`config.mk`:
```
export PLATFORM = sky130hd
export DESIGN_NAME = alternating_beat_pulse_timer_flat
export DESIGN_NICKNAME = d
export VERILOG_FILES = /design/src/sv/abpt_pkg.sv /design/src/sv/abpt_if.sv /design/src/sv/abpt_ctrl.sv /design/src/sv/abpt_dp.sv /design/src/sv/alternating_beat_pulse_timer.sv /design/src/flat_wrapper.sv
export SDC_FILE = /design/constraint.sdc
export NUM_CORES = 1
export LEC_CHECK = 0
export BUFFER_PORTS_ARGS = -buffer_cell sky130_fd_sc_hd__buf_2
export CORE_ASPECT_RATIO = 1.75
export CORE_MARGIN = 3
export CORE_UTILIZATION = 35
export DETAILED_ROUTE_END_ITERATION = 8
export PLACE_DENSITY = 0.51
export SYNTH_ARGS = -nofsm -noshare
export SYNTH_HDL_FRONTEND = slang
export SYNTH_SLANG_ARGS = --single-unit
```
`constraint.sdc`:
```
create_clock -name i_clk -period 3.2 [get_ports i_clk]
set_clock_uncertainty 0.15 [all_clocks]
set_input_delay 0.48 -clock i_clk [delete_from_list [all_inputs] [get_ports i_clk]]
set_output_delay 0.48 -clock i_clk [all_outputs]
set_load 0.005 [all_outputs]
```
`src/sv/abpt_pkg.sv`:
```
`timescale 1ns / 1ps

package abpt_pkg;

    localparam int BPM_W    = 8;
    localparam int MS_W     = 16;
    localparam int PULSE_W  = 10;
    localparam int CFG_IDX_W = 1;
    localparam int CFG_DATA_W = PULSE_W;

    localparam int DIV_STEPS = MS_W;
    localparam int DIV_CNT_W = $clog2(DIV_STEPS);

    localparam logic [MS_W-1:0]    BEAT_NUMERATOR_MS = MS_W'(60000);
    localparam logic [PULSE_W-1:0] PULSE_LEN_RESET   = PULSE_W'(235);

    localparam logic [CFG_IDX_W-1:0] CFG_IS_PRIMARY = CFG_IDX_W'(0);
    localparam logic [CFG_IDX_W-1:0] CFG_PULSE_LEN  = CFG_IDX_W'(1);

    localparam logic OP_TICK = 1'b0;
    localparam logic OP_SYNC = 1'b1;

    typedef enum logic [2:0] {
        S_IDLE  = 3'b001,
        S_DIV   = 3'b010,
        S_APPLY = 3'b100
    } t_state;

    typedef struct packed {
        logic exec_now;
        logic sync_load;
        logic div_step;
        logic sync_apply;
    } t_dp_cmd;

    typedef struct packed {
        logic sync_run;
    } t_dp_stat;

endpackage

```
`src/sv/abpt_if.sv`:
```
`timescale 1ns / 1ps

interface abpt_in_if;
    import abpt_pkg::*;

    logic                valid;
    logic                ready;
    logic                opcode;
    logic                play;
    logic [BPM_W-1:0]    beats_per_minute;
    logic [MS_W-1:0]     phase_ms;
    logic                next_beat_right;

    modport source (
        output valid, opcode, play, beats_per_minute, phase_ms, next_beat_right,
        input  ready
    );
    modport sink (
        input  valid, opcode, play, beats_per_minute, phase_ms, next_beat_right,
        output ready
    );
endinterface

interface abpt_out_if;
    logic valid;
    logic ready;
    logic motor_on;

    modport source (output valid, motor_on, input ready);
    modport sink   (input valid, motor_on, output ready);
endinterface

```
`src/sv/abpt_ctrl.sv`:
```
`timescale 1ns / 1ps

module abpt_ctrl (
    input  logic               i_clk,
    input  logic               i_rst_n,
    input  logic               i_in_valid,
    output logic               o_in_ready,
    output logic               o_out_valid,
    input  logic               i_out_ready,
    input  abpt_pkg::t_dp_stat i_stat,
    output abpt_pkg::t_dp_cmd  o_cmd
);
    import abpt_pkg::*;

    t_state               r_state, n_state;
    logic [DIV_CNT_W-1:0] r_cnt, n_cnt;
    logic                 r_out_valid, n_out_valid;
    logic                 out_free;
    logic                 in_acc;

    assign out_free    = !r_out_valid || i_out_ready;
    assign o_in_ready  = (r_state == S_IDLE) && out_free;
    assign in_acc      = i_in_valid && o_in_ready;
    assign o_out_valid = r_out_valid;

    always_comb begin
        n_state     = r_state;
        n_cnt       = r_cnt;
        n_out_valid = r_out_valid && !i_out_ready;
        o_cmd       = '0;
        unique case (r_state)
            S_IDLE: begin
                if (in_acc) begin
                    if (i_stat.sync_run) begin
                        o_cmd.sync_load = 1'b1;
                        n_cnt           = '0;
                        n_state         = S_DIV;
                    end else begin
                        o_cmd.exec_now = 1'b1;
                        n_out_valid    = 1'b1;
                    end
                end
            end
            S_DIV: begin
                o_cmd.div_step = 1'b1;
                n_cnt          = r_cnt + DIV_CNT_W'(1);
                if (r_cnt == DIV_CNT_W'(DIV_STEPS - 1)) begin
                    n_state = S_APPLY;
                end
            end
            S_APPLY: begin
                if (out_free) begin
                    o_cmd.sync_apply = 1'b1;
                    n_out_valid      = 1'b1;
                    n_state          = S_IDLE;
                end
            end
            default: begin
                n_state = S_IDLE;
            end
        endcase
    end

    always_ff @(posedge i_clk) begin
        if (!i_rst_n) begin
            r_state     <= S_IDLE;
            r_cnt       <= '0;
            r_out_valid <= 1'b0;
        end else begin
            r_state     <= n_state;
            r_cnt       <= n_cnt;
            r_out_valid <= n_out_valid;
        end
    end

`ifndef SYNTHESIS
    a_cmd_onehot: assert property (@(posedge i_clk) disable iff (!i_rst_n)
        $onehot0({o_cmd.exec_now, o_cmd.sync_load, o_cmd.div_step, o_cmd.sync_apply}))
        else $error("more than one datapath command");

    a_load_starts_div: assert property (@(posedge i_clk) disable iff (!i_rst_n)
        o_cmd.sync_load |=> (r_state == S_DIV) && (r_cnt == '0))
        else $error("sync load did not start the divider");

    a_div_ends: assert property (@(posedge i_clk) disable iff (!i_rst_n)
        (r_state == S_DIV) && (r_cnt == DIV_CNT_W'(DIV_STEPS - 1)) |=> (r_state == S_APPLY))
        else $error("divider did not finish after all steps");

    a_result_posted: assert property (@(posedge i_clk) disable iff (!i_rst_n)
        (o_cmd.exec_now || o_cmd.sync_apply) |=> r_out_valid)
        else $error("state update without a result item");
`endif

endmodule

```
`src/sv/abpt_dp.sv`:
```
`timescale 1ns / 1ps

module abpt_dp (
    input  logic                                i_clk,
    input  logic                                i_rst_n,
    input  logic                                i_cfg_we,
    input  logic [abpt_pkg::CFG_IDX_W-1:0]      i_cfg_idx,
    input  logic [abpt_pkg::CFG_DATA_W-1:0]     i_cfg_data,
    input  logic                                i_opcode,
    input  logic                                i_play,
    input  logic [abpt_pkg::BPM_W-1:0]          i_bpm,
    input  logic [abpt_pkg::MS_W-1:0]           i_offset,
    input  logic                                i_nbr,
    input  abpt_pkg::t_dp_cmd                   i_cmd,
    output abpt_pkg::t_dp_stat                  o_stat,
    output logic                                o_motor_on
);
    import abpt_pkg::*;

    // configuration
    logic               r_is_primary;
    logic [PULSE_W-1:0] r_pulse_len;

    // timer state
    logic               r_running, n_running;
    logic               r_nsr, n_nsr;
    logic [MS_W-1:0]    r_period, n_period;
    logic [MS_W-1:0]    r_countdown, n_countdown;
    logic [PULSE_W-1:0] r_pulse_rem, n_pulse_rem;
    logic               r_motor, n_motor;

    // latched sync fields and divider
    logic [MS_W-1:0]    r_sync_offset;
    logic               r_sync_nbr;
    logic [BPM_W-1:0]   r_div;
    logic [MS_W-1:0]    r_quo;
    logic [BPM_W-1:0]   r_rem;
    logic [BPM_W:0]     trial;
    logic               q_bit;

    assign o_stat.sync_run = (i_opcode == OP_SYNC) && i_play && (i_bpm != '0);
    assign o_motor_on      = r_motor;

    assign trial = {r_rem, r_quo[MS_W-1]};
    assign q_bit = (trial >= {1'b0, r_div});

    always_ff @(posedge i_clk) begin
        if (!i_rst_n) begin
            r_is_primary <= 1'b0;
            r_pulse_len  <= PULSE_LEN_RESET;
        end else if (i_cfg_we) begin
            unique case (i_cfg_idx)
                CFG_IS_PRIMARY: r_is_primary <= i_cfg_data[0];
                CFG_PULSE_LEN:  r_pulse_len  <= i_cfg_data;
                default: ;
            endcase
        end
    end

    always_ff @(posedge i_clk) begin
        if (i_cmd.sync_load) begin
            r_sync_offset <= i_offset;
            r_sync_nbr    <= i_nbr;
            r_div         <= i_bpm;
            r_quo         <= BEAT_NUMERATOR_MS;
            r_rem         <= '0;
        end else if (i_cmd.div_step) begin
            r_quo <= {r_quo[MS_W-2:0], q_bit};
            r_rem <= q_bit ? BPM_W'(trial - {1'b0, r_div}) : trial[BPM_W-1:0];
        end
    end

    always_comb begin
        n_running   = r_running;
        n_nsr       = r_nsr;
        n_period    = r_period;
        n_countdown = r_countdown;
        n_pulse_rem = r_pulse_rem;
        n_motor     = r_motor;
        if (i_cmd.exec_now) begin
            if (i_opcode == OP_SYNC) begin
                // stop
                n_running   = 1'b0;
                n_pulse_rem = '0;
                n_motor     = 1'b0;
            end else begin
                if (r_pulse_rem != '0) begin
                    n_pulse_rem = r_pulse_rem - PULSE_W'(1);
                    if (r_pulse_rem == PULSE_W'(1)) begin
                        n_motor = 1'b0;
                    end
                end
                if (r_running) begin
                    if (r_countdown > MS_W'(1)) begin
                        n_countdown = r_countdown - MS_W'(1);
                    end else begin
                        if (r_nsr == r_is_primary) begin
                            n_pulse_rem = r_pulse_len;
                            n_motor     = (r_pulse_len != '0);
                        end
                        n_nsr       = ~r_nsr;
                        n_countdown = r_period;
                    end
                end
            end
        end else if (i_cmd.sync_apply) begin
            n_nsr     = r_sync_nbr;
            n_period  = r_quo;
            n_running = 1'b1;
            if (r_sync_offset < r_quo) begin
                n_countdown = r_quo - r_sync_offset;
            end else begin
                n_countdown = r_quo;
            end
            if ((r_sync_offset < {{(MS_W-PULSE_W){1'b0}}, r_pulse_len})
                && ((~r_sync_nbr) == r_is_primary)) begin
                n_pulse_rem = r_pulse_len - r_sync_offset[PULSE_W-1:0];
                n_motor     = (r_pulse_len != r_sync_offset[PULSE_W-1:0]);
            end else begin
                n_pulse_rem = '0;
                n_motor     = 1'b0;
            end
        end
    end

    always_ff @(posedge i_clk) begin
        if (!i_rst_n) begin
            r_running   <= 1'b0;
            r_nsr       <= 1'b0;
            r_period    <= '0;
            r_countdown <= '0;
            r_pulse_rem <= '0;
            r_motor     <= 1'b0;
        end else begin
            r_running   <= n_running;
            r_nsr       <= n_nsr;
            r_period    <= n_period;
            r_countdown <= n_countdown;
            r_pulse_rem <= n_pulse_rem;
            r_motor     <= n_motor;
        end
    end

endmodule

```
`src/sv/alternating_beat_pulse_timer.sv`:
```
// A tick or stop sync gives its result item in the cycle after it is accepted.
// A running sync goes through a load, 16 steps of the restoring divider that
// forms 60000 / bpm one quotient bit per cycle, and an apply step.
// One tick per cycle unless the output stalls; a running sync blocks new items.
// Reset (synchronous, active low) stops the timer, turns the motor off,
// clears is_primary and sets pulse_length_ms to 235.
`timescale 1ns / 1ps

module alternating_beat_pulse_timer (
    input  logic                            i_clk,
    input  logic                            i_rst_n,
    input  logic                            i_cfg_we,
    input  logic [abpt_pkg::CFG_IDX_W-1:0]  i_cfg_idx,
    input  logic [abpt_pkg::CFG_DATA_W-1:0] i_cfg_data,
    abpt_in_if.sink                         i_in,
    abpt_out_if.source                      o_out
);
    import abpt_pkg::*;

    t_dp_cmd  cmd;
    t_dp_stat stat;

    abpt_ctrl u_ctrl (
        .i_clk       (i_clk),
        .i_rst_n     (i_rst_n),
        .i_in_valid  (i_in.valid),
        .o_in_ready  (i_in.ready),
        .o_out_valid (o_out.valid),
        .i_out_ready (o_out.ready),
        .i_stat      (stat),
        .o_cmd       (cmd)
    );

    abpt_dp u_dp (
        .i_clk      (i_clk),
        .i_rst_n    (i_rst_n),
        .i_cfg_we   (i_cfg_we),
        .i_cfg_idx  (i_cfg_idx),
        .i_cfg_data (i_cfg_data),
        .i_opcode   (i_in.opcode),
        .i_play     (i_in.play),
        .i_bpm      (i_in.beats_per_minute),
        .i_offset   (i_in.phase_ms),
        .i_nbr      (i_in.next_beat_right),
        .i_cmd      (cmd),
        .o_stat     (stat),
        .o_motor_on (o_out.motor_on)
    );

endmodule
```
`src/flat_wrapper.sv`:
```
// flat-port wrapper written by rule: the top's interface ports become plain ports
module alternating_beat_pulse_timer_flat import abpt_pkg::*;
  (i_clk, i_rst_n, i_cfg_we, i_cfg_idx, i_cfg_data, i_in_valid, i_in_opcode, i_in_play, i_in_beats_per_minute, i_in_phase_ms, i_in_next_beat_right, i_in_ready, o_out_valid, o_out_motor_on, o_out_ready);
  abpt_in_if i_in_i ();
  abpt_out_if o_out_i ();
  input  logic i_clk;
  input  logic i_rst_n;
  input  logic i_cfg_we;
  input  logic [abpt_pkg::CFG_IDX_W-1:0] i_cfg_idx;
  input  logic [abpt_pkg::CFG_DATA_W-1:0] i_cfg_data;
  input wire logic [$bits(i_in_i.valid)-1:0] i_in_valid;
  input wire logic [$bits(i_in_i.opcode)-1:0] i_in_opcode;
  input wire logic [$bits(i_in_i.play)-1:0] i_in_play;
  input wire logic [$bits(i_in_i.beats_per_minute)-1:0] i_in_beats_per_minute;
  input wire logic [$bits(i_in_i.phase_ms)-1:0] i_in_phase_ms;
  input wire logic [$bits(i_in_i.next_beat_right)-1:0] i_in_next_beat_right;
  output wire logic [$bits(i_in_i.ready)-1:0] i_in_ready;
  output wire logic [$bits(o_out_i.valid)-1:0] o_out_valid;
  output wire logic [$bits(o_out_i.motor_on)-1:0] o_out_motor_on;
  input wire logic [$bits(o_out_i.ready)-1:0] o_out_ready;
  assign i_in_i.valid = i_in_valid;
  assign i_in_i.opcode = i_in_opcode;
  assign i_in_i.play = i_in_play;
  assign i_in_i.beats_per_minute = i_in_beats_per_minute;
  assign i_in_i.phase_ms = i_in_phase_ms;
  assign i_in_i.next_beat_right = i_in_next_beat_right;
  assign i_in_ready = i_in_i.ready;
  assign o_out_valid = o_out_i.valid;
  assign o_out_motor_on = o_out_i.motor_on;
  assign o_out_i.ready = o_out_ready;
  alternating_beat_pulse_timer u_core (.i_clk(i_clk), .i_rst_n(i_rst_n), .i_cfg_we(i_cfg_we), .i_cfg_idx(i_cfg_idx), .i_cfg_data(i_cfg_data), .i_in(i_in_i), .o_out(o_out_i));
endmodule
```
# After elaboration in Yosys (flattened, before gate mapping)
# Index checks and enable logic that the tools add are counted.
[op_classes] muxes=51 n_eq_ne=16 bitwise_logic=4 magnitude_cmp=4 add_sub_neg=6 n_reduce_logical=22
[ops] cell="$mux W16" count=6
[ops] cell="$mux W10" count=8
[ops] cell="$mux W1" count=25
[ops] cell="$reduce_bool A10 Y1" count=2
[ops] cell="$gt A16 B1 Y1 const B" count=1
[ops] cell="$lt A16 B10 Y1" count=1
[ops] cell="$lt A16 B16 Y1" count=1
[ops] cell="$sub A16 B1 Y16 const B" count=1
[ops] cell="$sub A16 B16 Y16" count=1
[ops] cell="$ne A2 B2 Y1 const B" count=7
[ops] cell="$mux W3" count=4
[ops] cell="$eq A10 B1 Y1 const B" count=1
[ops] cell="$ne A10 B10 Y1" count=1
[ops] cell="$sub A10 B1 Y10 const B" count=1
[ops] cell="$sub A10 B10 Y10" count=1
[ops] cell="$ge A9 B8 Y1" count=1
[ops] cell="$pmux W3 S3" count=1
[ops] cell="$mux W4" count=2
[ops] cell="$mux W8" count=1
[ops] cell="$pmux W4 S2" count=1
[ops] cell="$reduce_and A2 Y1" count=4
[ops] cell="$reduce_and A4 Y1" count=2
[ops] cell="$reduce_bool A8 Y1" count=1
[ops] cell="$sub A8 B8 Y8" count=1
[ops] cell="other kinds (15)" count=28
[word_totals] input_bits=43 elab_cells=119 reg_bits=113 output_inout_bits=3

# Longest topological paths before layout
[depth] ltp_word=8 depth_mapped=12 mapped_depth_nobuf=11

# By module
# Synthesis repeated with hierarchy kept, for this count alone.
[unflattened] hier_cells=842 area_unflattened_um2=7183.1
[by_module_without_submodules] module="abpt_dp" n_inst=1 area_per_inst_um2=6741.5 cells_each=796 seq_area_each_um2=2352.3
[by_module_without_submodules] module="abpt_ctrl" n_inst=1 area_per_inst_um2=441.7 cells_each=46 seq_area_each_um2=160.2

# Least setup slack after synthesis
# No wires, ideal clock.
[synth_path] path_type="reg-to-reg" startpoint="register u_core.u_dp.r_quo[0]" endpoint="register u_core.u_dp.r_countdown[4]" stages_incl_launch_ff=12 slack_ps=591 period_less_slack_ps=2609 n_path_buf=1 setup_time_ps=117 t_required_ps=2933 t_arrival_ps=2341 cell_sequence="dfxtp_1 -> inv_1 -> ha_1 -> inv_1 -> fa_1 -> a211oi_2 -> o21ai_1 -> o21a_1 -> o31ai_4 -> buf_6 -> o211ai_1 -> a32o_1"
[synth_via] elab_chain_len=4 word_cells_on_any_way=5 classes_between="add/sub (1); order compare (1); mux (3)"
[synth_rtl] element="from (decl)" line_no="abpt_dp.sv:36" text="logic [MS_W-1:0] r_quo;"
[synth_rtl] element="from (signal assigned)" line_no="abpt_dp.sv:68" text="r_quo <= {r_quo[MS_W-2:0], q_bit};"
[synth_rtl] element="$sub A16 B16 Y16 or $lt A16 B16 Y1 (tied branches)" line_no="abpt_dp.sv:111, abpt_dp.sv:110"
[synth_rtl] element="$mux W16 *" line_no="abpt_dp.sv:110" text="if (r_sync_offset < r_quo) begin"
[synth_rtl] element="$mux W16 *" line_no="abpt_dp.sv:106" text="end else if (i_cmd.sync_apply) begin"
[synth_rtl] element="$mux W16 *" line_no="abpt_dp.sv:80" text="if (i_cmd.exec_now) begin"
[synth_rtl] element="to (signal assigned)" line_no="abpt_dp.sv:138" text="r_countdown <= n_countdown;"
[synth_rtl] element="to (decl)" line_no="abpt_dp.sv:28" text="logic [MS_W-1:0] r_countdown, n_countdown;"
# Mark *: on every way between the ends. The rest lies on a longest branch, timed or not. The select of a mux whose other input is x is not followed.
# A chain may end at the register's enable or synchronous reset.

# Worst setup path after layout
[layout_path] startpoint="register u_core.u_dp.r_sync_offset[0]" endpoint="register u_core.u_dp.r_countdown[11]"
[layout_via] elab_chain_len=4 word_cells_on_any_way=5 classes_between="add/sub (1); order compare (1); mux (3)"
[layout_rtl] element="from (decl)" line_no="abpt_dp.sv:33" text="logic [MS_W-1:0] r_sync_offset;"
[layout_rtl] element="from (signal assigned)" line_no="abpt_dp.sv:62" text="r_sync_offset <= i_offset;"
[layout_rtl] element="$sub A16 B16 Y16 or $lt A16 B16 Y1 (tied branches)" line_no="abpt_dp.sv:111, abpt_dp.sv:110"
[layout_rtl] element="$mux W16 *" line_no="abpt_dp.sv:110"
[layout_rtl] element="$mux W16 *" line_no="abpt_dp.sv:106"
[layout_rtl] element="$mux W16 *" line_no="abpt_dp.sv:80"
# Marked as above.

==> results_dict.tcl <==
set metrics [dict create \
    gp_congestion 0.853 \
    die_w_um 115 \
    avgRoutedWirePerCell_um 17.9 \
    cts_buffers 17 \
    crit_start "u_core.u_dp.r_sync_offset[0]" \
    die-area_um2 22500 \
    min_path_type "input pin to flop" \
    clock_latency_ps 420 \
    slew_viol_final 0 \
    worst-path-max-fanout 10 \
    irDropWorstVdd_mv 0.369 \
    fp.coreArea_um2 20400 \
    grt_pass1_vias 6418 \
    antenna_found_initial 0 \
    start_util_pct 35.6 \
    ys_top_cells_by_area "dfxtp_1 24%, edfxtp_1 10%, ha_1 8.3%, nand2_1 6.7%, a21oi_1 6.4%" \
    synthTopCellsByCount "129 x nand2_1, 93 x a21oi_1, 88 x dfxtp_1" \
    pwr-share-comb_pct 14.8 \
    wirelength_mm 21.4 \
    root_buffer "clkbuf_16" \
    syn_nets 980 \
    cts_buffer_depth 2 \
    cap_violations 0 \
    tns_ps 0 \
    p_clk_share_pct 46.4 \
    crit_buf_inv 2 \
    r2r_start "u_core.u_dp.r_sync_offset[0]" \
    die_h_um 196 \
    status "complete, no violations" \
    n_fill_cell 2108 \
    ctsHoldBuffers 0 \
    gr-usage-all-layers_pct 19.6 \
    firstDrtPassIters 4 \
    rsz0062_at_grt "false" \
    synth_top_area_share_pct 24.3 \
    cts_num_sinks 113 \
    cts_tree "done" \
    num_antenna_cells 0 \
    tightest_slew_ps 686 \
    setup_slack_ps 325 \
    hold_start "i_in_phase_ms[12]" \
    slew_headroom_pct 54.1 \
    setup_viol 0 \
    yosys_warnings 0 \
    htree_levels 4 \
    cp_cell_sequence "ha_1 -> inv_1 -> fa_1 -> a211oi_2 -> o21ai_1 -> o21a_1 -> o31ai_4 -> buf_4 -> nor2_2 -> a221oi_2" \
    seq_area_frac_synth_pct 34.7 \
    cp.arrival_ps 3060 \
    cp_top_family "compound AO/OA/AOI/OAI gates" \
    power_frac_seq_pct 38.7 \
    syn_area_per_cell_um2 8.18 \
    clock.fmax_ghz 0.348 \
    grt_first_pass_wirelength_mm 34.2 \
    row_count 69 \
    drc 0 \
    synth_edf_count 25 \
    endpoint_kind "flop" \
    first_iter_violations 296 \
    period_share_pct 89.8 \
    postCtsSetupRepairBufs 0 \
    period_needed_ps 2880 \
    p_leak_nw 3.46 \
    required_ps 3390 \
    fin_nets 1030 \
    io_pins 46 \
    synth_cell_types 76 \
    async_flop_share_pct 0 \
    dp_slack_ps 325 \
    ys.flop_type "dfxtp_1" \
    cp_slowest_stage_delay_ps 460 \
    ys_seq_elements 113 \
    detail-route-antenna-nets 0 \
    io_buffers 45 \
    synth_most_common_cell "nand2_1" \
    clk_pin_slew_ps 60 \
    area_delta_synth_final_pct 15.5 \
    syn_area_um2 7250 \
    syn_inst 886 \
    crit_path_start_kind "flop" \
    path_class "flop to flop" \
    yosys.area.top_type "dfxtp_1" \
    p_per_area_nw_per_um2 479 \
    cts_resized 0 \
    sw_frac_of_total_pct 26.4 \
    grt_overflow 0 \
    p_sw_w 0.00106 \
    drive_gt1_share_pct 13.7 \
    p_int_w 0.00295 \
    grt_start_max_net_pins 32 \
    via_count 6485 \
    slowest_stage "o31ai_4" \
    routed_via_density 5.42 \
    hold_viol 0 \
    place_hpwl_mm 16.6 \
]
layout make-up:
| cell class | instances | area, um2 | area share (%) |
|---|---|---|---|
| Sequential cell | 113 | 2510 | 30.0 |
| Clock inverter | 6 | 80.1 | 0.956 |
| Tap cell | 248 | 310 | 3.71 |
| Inverter | 56 | 210 | 2.51 |
| Clock buffer | 26 | 489 | 5.84 |
| Timing Repair Buffer | 72 | 440 | 5.26 |
| Multi-Input combinational cell | 676 | 4330 | 51.7 |
per-layer routing:
metal | wire length [um] | global-route usage, %
met5 | 0 | 0
met3 | 654 | 3.26
met2 | 11300 | 35.1
met1 | 8760 | 22.7
met4 | 681 | 8.31
worst reg2reg max path, cell delays in order (launching register included):
cell	delay, ps
edfxtp_1	370
ha_1	170
inv_1	50
fa_1	430
a211oi_2	200
o21ai_1	140
o21a_1	240
o31ai_4	460
buf_4	250
nor2_2	60
a221oi_2	260
logic make-up (layout without fill, tap and decap cells):
logic type      Yosys count  count (layout)  synth area share [%]
buf+inv                  97             160                  5.64
compound gates          264             264                  23.7
fa+ha+maj                51              51                  9.11
flops                   113             113                  34.7
mux                      17              17                  2.61
xor+xnor                 29              29                  3.50
simple gates            315             315                  20.8
layout by cell type (no fill, tap or decap), drive strengths merged, types with 13 or more instances in the layout:
| cell type | instances |
|---|---|
| a31oi | 13 |
| inv | 56 |
| nand2 | 130 |
| nor3 | 18 |
| ha | 48 |
| buf | 72 |
| clkbuf | 26 |
| dfxtp | 88 |
| xnor2 | 21 |
| o211ai | 22 |
| nor2 | 61 |
| a21oi | 94 |
| o21ai | 48 |
| nand3 | 38 |
| edfxtp | 25 |
final timing paths:
kind	endpoint	slack (ps)	depth (start not counted)
worst max-delay path	u_core.u_dp.r_countdown[11]	320	10
worst min register to register	u_core.u_dp.r_period[3]	310	2
worst max register to register	u_core.u_dp.r_countdown[11]	320	10
worst min-delay path	u_core.u_dp.r_sync_offset[12]	80	1
state kept, by name (all words and copies together), names as in the netlist, 3 cells and up:
register                   count
u_core.u_dp.r_sync_offset     16
u_core.u_dp.r_div              8
u_core.u_dp.r_quo             16
u_core.u_dp.r_rem              8
u_core.u_dp.r_pulse_len       10
u_core.u_dp.r_pulse_rem       10
u_core.u_dp.r_countdown       16
u_core.u_dp.r_period          16
u_core.u_ctrl.r_state          3
u_core.u_ctrl.r_cnt            4
power by group through the flow:
stage	Combinational, W	Sequential (W)	Clock [W]
floorplan	0.000438	0.00156	0
global placement	0.000595	0.00158	0
detailed placement	0.000594	0.00158	0
CTS	0.000597	0.00155	0.00190
global route	0.000664	0.00156	0.00196
finish	0.000594	0.00155	0.00186
per-stage QoR:
| stage | cells | util [%] | total power (W) | area, um2 | hold WS [ps] |
|---|---|---|---|---|---|
| 3_3_place_gp | 1165 | 38.3 | 0.00218 | 7800 | 293 |
| 3_5_place_dp | 1165 | 38.3 | 0.00218 | 7800 | 300 |
| 4_1_cts | 1197 | 41.1 | 0.00405 | 8370 | 60.0 |
| 2_1_floorplan | 886 | - | 0.00200 | 7250 | 283 |
| 6_report | 1197 | 41.1 | 0.00401 | 8370 | 80.9 |
| 5_1_grt | 1197 | 41.1 | 0.00418 | 8370 | 64.4 |
No activity file was read; power rests on OpenSTA's default activity.
